File: config.mk
export PLATFORM = sky130hd
export DESIGN_NAME = mrc_ram
export DESIGN_NICKNAME = d
export VERILOG_FILES = /design/src/mrc_ram.sv
export SDC_FILE = /design/constraint.sdc
export NUM_CORES = 1
export LEC_CHECK = 0
export BUFFER_PORTS_ARGS = -buffer_cell sky130_fd_sc_hd__buf_2
export CAP_MARGIN = 20
export CORE_UTILIZATION = 60
export CTS_BUF_LIST = sky130_fd_sc_hd__clkbuf_16
export CTS_CLUSTER_SIZE = 12
export DETAILED_ROUTE_END_ITERATION = 8
export PLACE_DENSITY = 0.85
export SETUP_SLACK_MARGIN = 0.1
export SYNTH_ARGS = -nofsm -noshare
export SYNTH_HDL_FRONTEND = slang
export SYNTH_SLANG_ARGS = --single-unit
File: constraint.sdc
create_clock -name clock -period 2.5 [get_ports clock]
set_input_delay 0.25 -clock clock [delete_from_list [all_inputs] [get_ports clock]]
set_output_delay 0.25 -clock clock [all_outputs]
set_load 0.02 [all_outputs]
File: src/mrc_ram.sv
module mrc_ram #(
   parameter int WIDTH = 8,
   parameter int DEPTH = 64,
   parameter int AW    = $clog2(DEPTH)
) (
   input  logic             clock,
   input  logic             wr_en,
   input  logic [AW-1:0]    wr_addr,
   input  logic [WIDTH-1:0] wr_data,
   input  logic [AW-1:0]    rd_addr,
   output logic [WIDTH-1:0] rd_data
);

   logic [WIDTH-1:0] mem [DEPTH];

   always_ff @(posedge clock) begin
      if (wr_en) begin
         mem[wr_addr] <= wr_data;
      end
      rd_data <= mem[rd_addr];
   end

endmodule

==> out/qor.yml <==
placed_design:
  post-dp-hpwl_um: 28500
  routabilityCongestion: 0.901
  place_ws_ps: 15.3
  port_buffers: 29
  dp.cells: 1468
setup_path:
  startpoint: "mem[15][1]$_DFFE_PP_"
  worstPathArrival_ps: 2490
  ff2ff_setup_slack_ps: 460
  cp-start-kind: "register"
  cp_slowest_stage_delay_ps: 520
  cp.depth: 5
  cp-end-kind: "register"
  crit_fanout: 1
  cp_slowest_cell: "mux4_2"
  critPathMostFrequentCell: "mux4_2"
  reg2reg_depth: 5
  cp.required_ps: 2950
  endpoint: "rd_data[1]$_DFF_P_"
  cp_top_family: "multiplexers"
  crit_chain: "mux4_2 > mux4_2 > nor2_1 > nor3_1 > o2bb2ai_1"
  r2r-end: "rd_data[1]$_DFF_P_"
  cp_num_buf_inv: 0
  r2r-start: "mem[15][1]$_DFFE_PP_"
  critPathKind: "register to register"
job:
  drv_cap: 0
synthesis:
  syn_area_um2: 20200
  synth.area.mux_share_pct: 15.9
  synth_edf_count: 512
  synth_compound_area_share_pct: 2.07
  synth_cells: 940
  ys_seq_area_share_pct: 77.0
  synth_xor_area_share_pct: 0
  yosysMostFrequentCell: "edfxtp_1"
  synth_fp_nets: 962
  avgSynthCellArea_um2: 21.5
  synthAdderAreaFrac_pct: 0
  yosys.area_share.simple_pct: 3.39
  synth_top_family_by_area: "multiplexers"
  yosysUniqueCellTypes: 40
  synth_commonest_cells: "edfxtp_1, mux4_2, nor2_1, mux2i_1, nand2_1"
  yosysTopAreaCell: "edfxtp_1"
  netlist_top_cells_area: "edfxtp_1, mux4_2, nor2_1"
  yosysWarningCount: 0
  synth_ff_type: "edfxtp_1"
  yosysTopAreaCellShare_pct: 76.2
  synth-seq-cells: 520
  async_reset_ff_share_pct: 0
die:
  die_area_um2: 34300
  fp.dieH_um: 185
  start_util_pct: 61.5
  die_w_um: 185
  num_io_pins: 30
  placementRows: 66
  core-area_um2: 32800
routing:
  drtPass1Iterations: 6
  finalWirelength_um: 46300
  post_drt_via_cell_ratio: 6.70
  drtIter0Drc: 1574
  drc: 0
  post_drt_wl_per_cell_um: 29.8
  final_antenna_net_count: 0
  vias: 10400
final_layout:
  finalNonFillerCells: 1556
  syn2layout_area_growth_pct: 13.8
  fill_cells: 1842
  fin_util_pct: 70.0
  nets: 1101
  drive_gt1_share_pct: 30.1
hold_path:
  hold_class: "input pin to register"
timing:
  skew_ps: 11.0
  rsz0062_at_grt: "false"
  setup_viol: 0
  fmax_mhz: 490
  period_share_pct: 81.7
  min_period_ps: 2040
  worst_slew_pin_slew_ps: 788
  finalSetupTns_ps: 0
  worst_slack_ps: 459
  hold_viol_final: 0
  drv_slew: 0
  relSlewSlack_pct: 47.2
global_route:
  grt_pass1_wl_um: 68500
  antenna_found_initial: 6
  grt_pass1_vias: 10700
  overflow: 0
  grt_usage_pct: 28.2
  grt_max_degree: 49
power_and_ir_drop:
  power_leakage_nw: 7.48
  power_density_nw_per_um2: 760
  ir_worst_vdd_v: 0.000758
clocking:
  cts_tree: "yes"
  path_clk_slew_ps: 60
  ctsHoldBuffers: 0
  cts_max_level: 2
  insertion_delay_ps: 570
  cts.repair.resized: 0
  cts_made_buffers: 51
  cts-root-buf: "clkbuf_16"
  post-cts-setup-buffer-count: 0
  clockBufferDepth: 3
  cts.sinks: 520
run_status:
  outcome: "finished, final reports clean"
## cell type report
cell class              instances  area (um2)  area share, %
flip-flops and latches        520       15500           67.7
multi-input cells             369        4320           18.8
clock buffers                  52        1300           5.67
repair buffers                137        1090           4.77
well taps                     442         553           2.41
clock inverters                34         153          0.665
diodes                          2        5.00         0.0218
## logic make-up after synthesis
family,Yosys count
AO/OA/AOI/OAI,54
buffers and inverters,51
flip-flops,520
multiplexers,162
AND/OR/NAND/NOR,153
## placed cells by master (no fill, tap or decap), types with 8 or more instances in the layout
cell type  Yosys  final
edfxtp_1     512    512
mux4_2       126    126
buf_4         13    100
nor2_1        83     83
clkbuf_16      0     52
buf_2         11     26
inv_1          0     25
mux2i_1       23     23
nand2_1       19     19
nor2b_1       14     14
mux2_2        13     13
nand3_1       13     13
buf_12         2     10
o221ai_1       8      8
o22ai_1        8      8
dfxtp_1        8      8
## where the power goes
| part | switching [W] | total (W) | internal (W) | leakage, nW |
|---|---|---|---|---|
| Combinational | 0.000588 | 0.000967 | 0.000379 | 2.00 |
| Sequential | 0.0000328 | 0.00968 | 0.00965 | 4.67 |
| Clock | 0.00306 | 0.00679 | 0.00372 | 0.804 |
## worst register-to-register path: stages, from the launching register on
cell and delay [ps]:
edfxtp_1 410, mux4_2 520, mux4_2 480, nor2_1 250, nor3_1 120, o2bb2ai_1 150
## registers in the layout, indices dropped and copies added, names as in the netlist
signal,cells
rd_data,8
mem,512
## metal layers
layer	vias to the layer above	GRT usage, %	share of wire (%)
li1	4194	-	-
met1	5325	38.7	36
met2	753	45.0	48
met4	8	10.9	3.7
met5	-	0	0.13
met3	150	6.06	11
## worst min-delay path by stage
stage | start | endpoint | slack (ps) | depth (start not counted)
after global placement | rd_addr[5] | rd_data[2]$_DFF_P_ | 670 | 3
after CTS | wr_addr[1] | mem[48][7]$_DFFE_PP_ | 110 | 2
after detailed placement | rd_addr[5] | rd_data[0]$_DFF_P_ | 680 | 3
final | wr_addr[1] | mem[48][7]$_DFFE_PP_ | 130 | 2
after global routing | wr_addr[1] | mem[48][7]$_DFFE_PP_ | 140 | 2
after floorplan | wr_data[0] | mem[0][0]$_DFFE_PP_ | 350 | 0
## through the flow
stage | cell area [um2] | hold WS (ps) | power [W]
after floorplan | 20200 | 349 | 0.0104
final | 23000 | 129 | 0.0174
after global placement | 21500 | 673 | 0.0108
after CTS | 23000 | 112 | 0.0175
after detailed placement | 21500 | 677 | 0.0108
after global routing | 23000 | 143 | 0.0178
No activity file was read; power rests on OpenSTA's default activity.
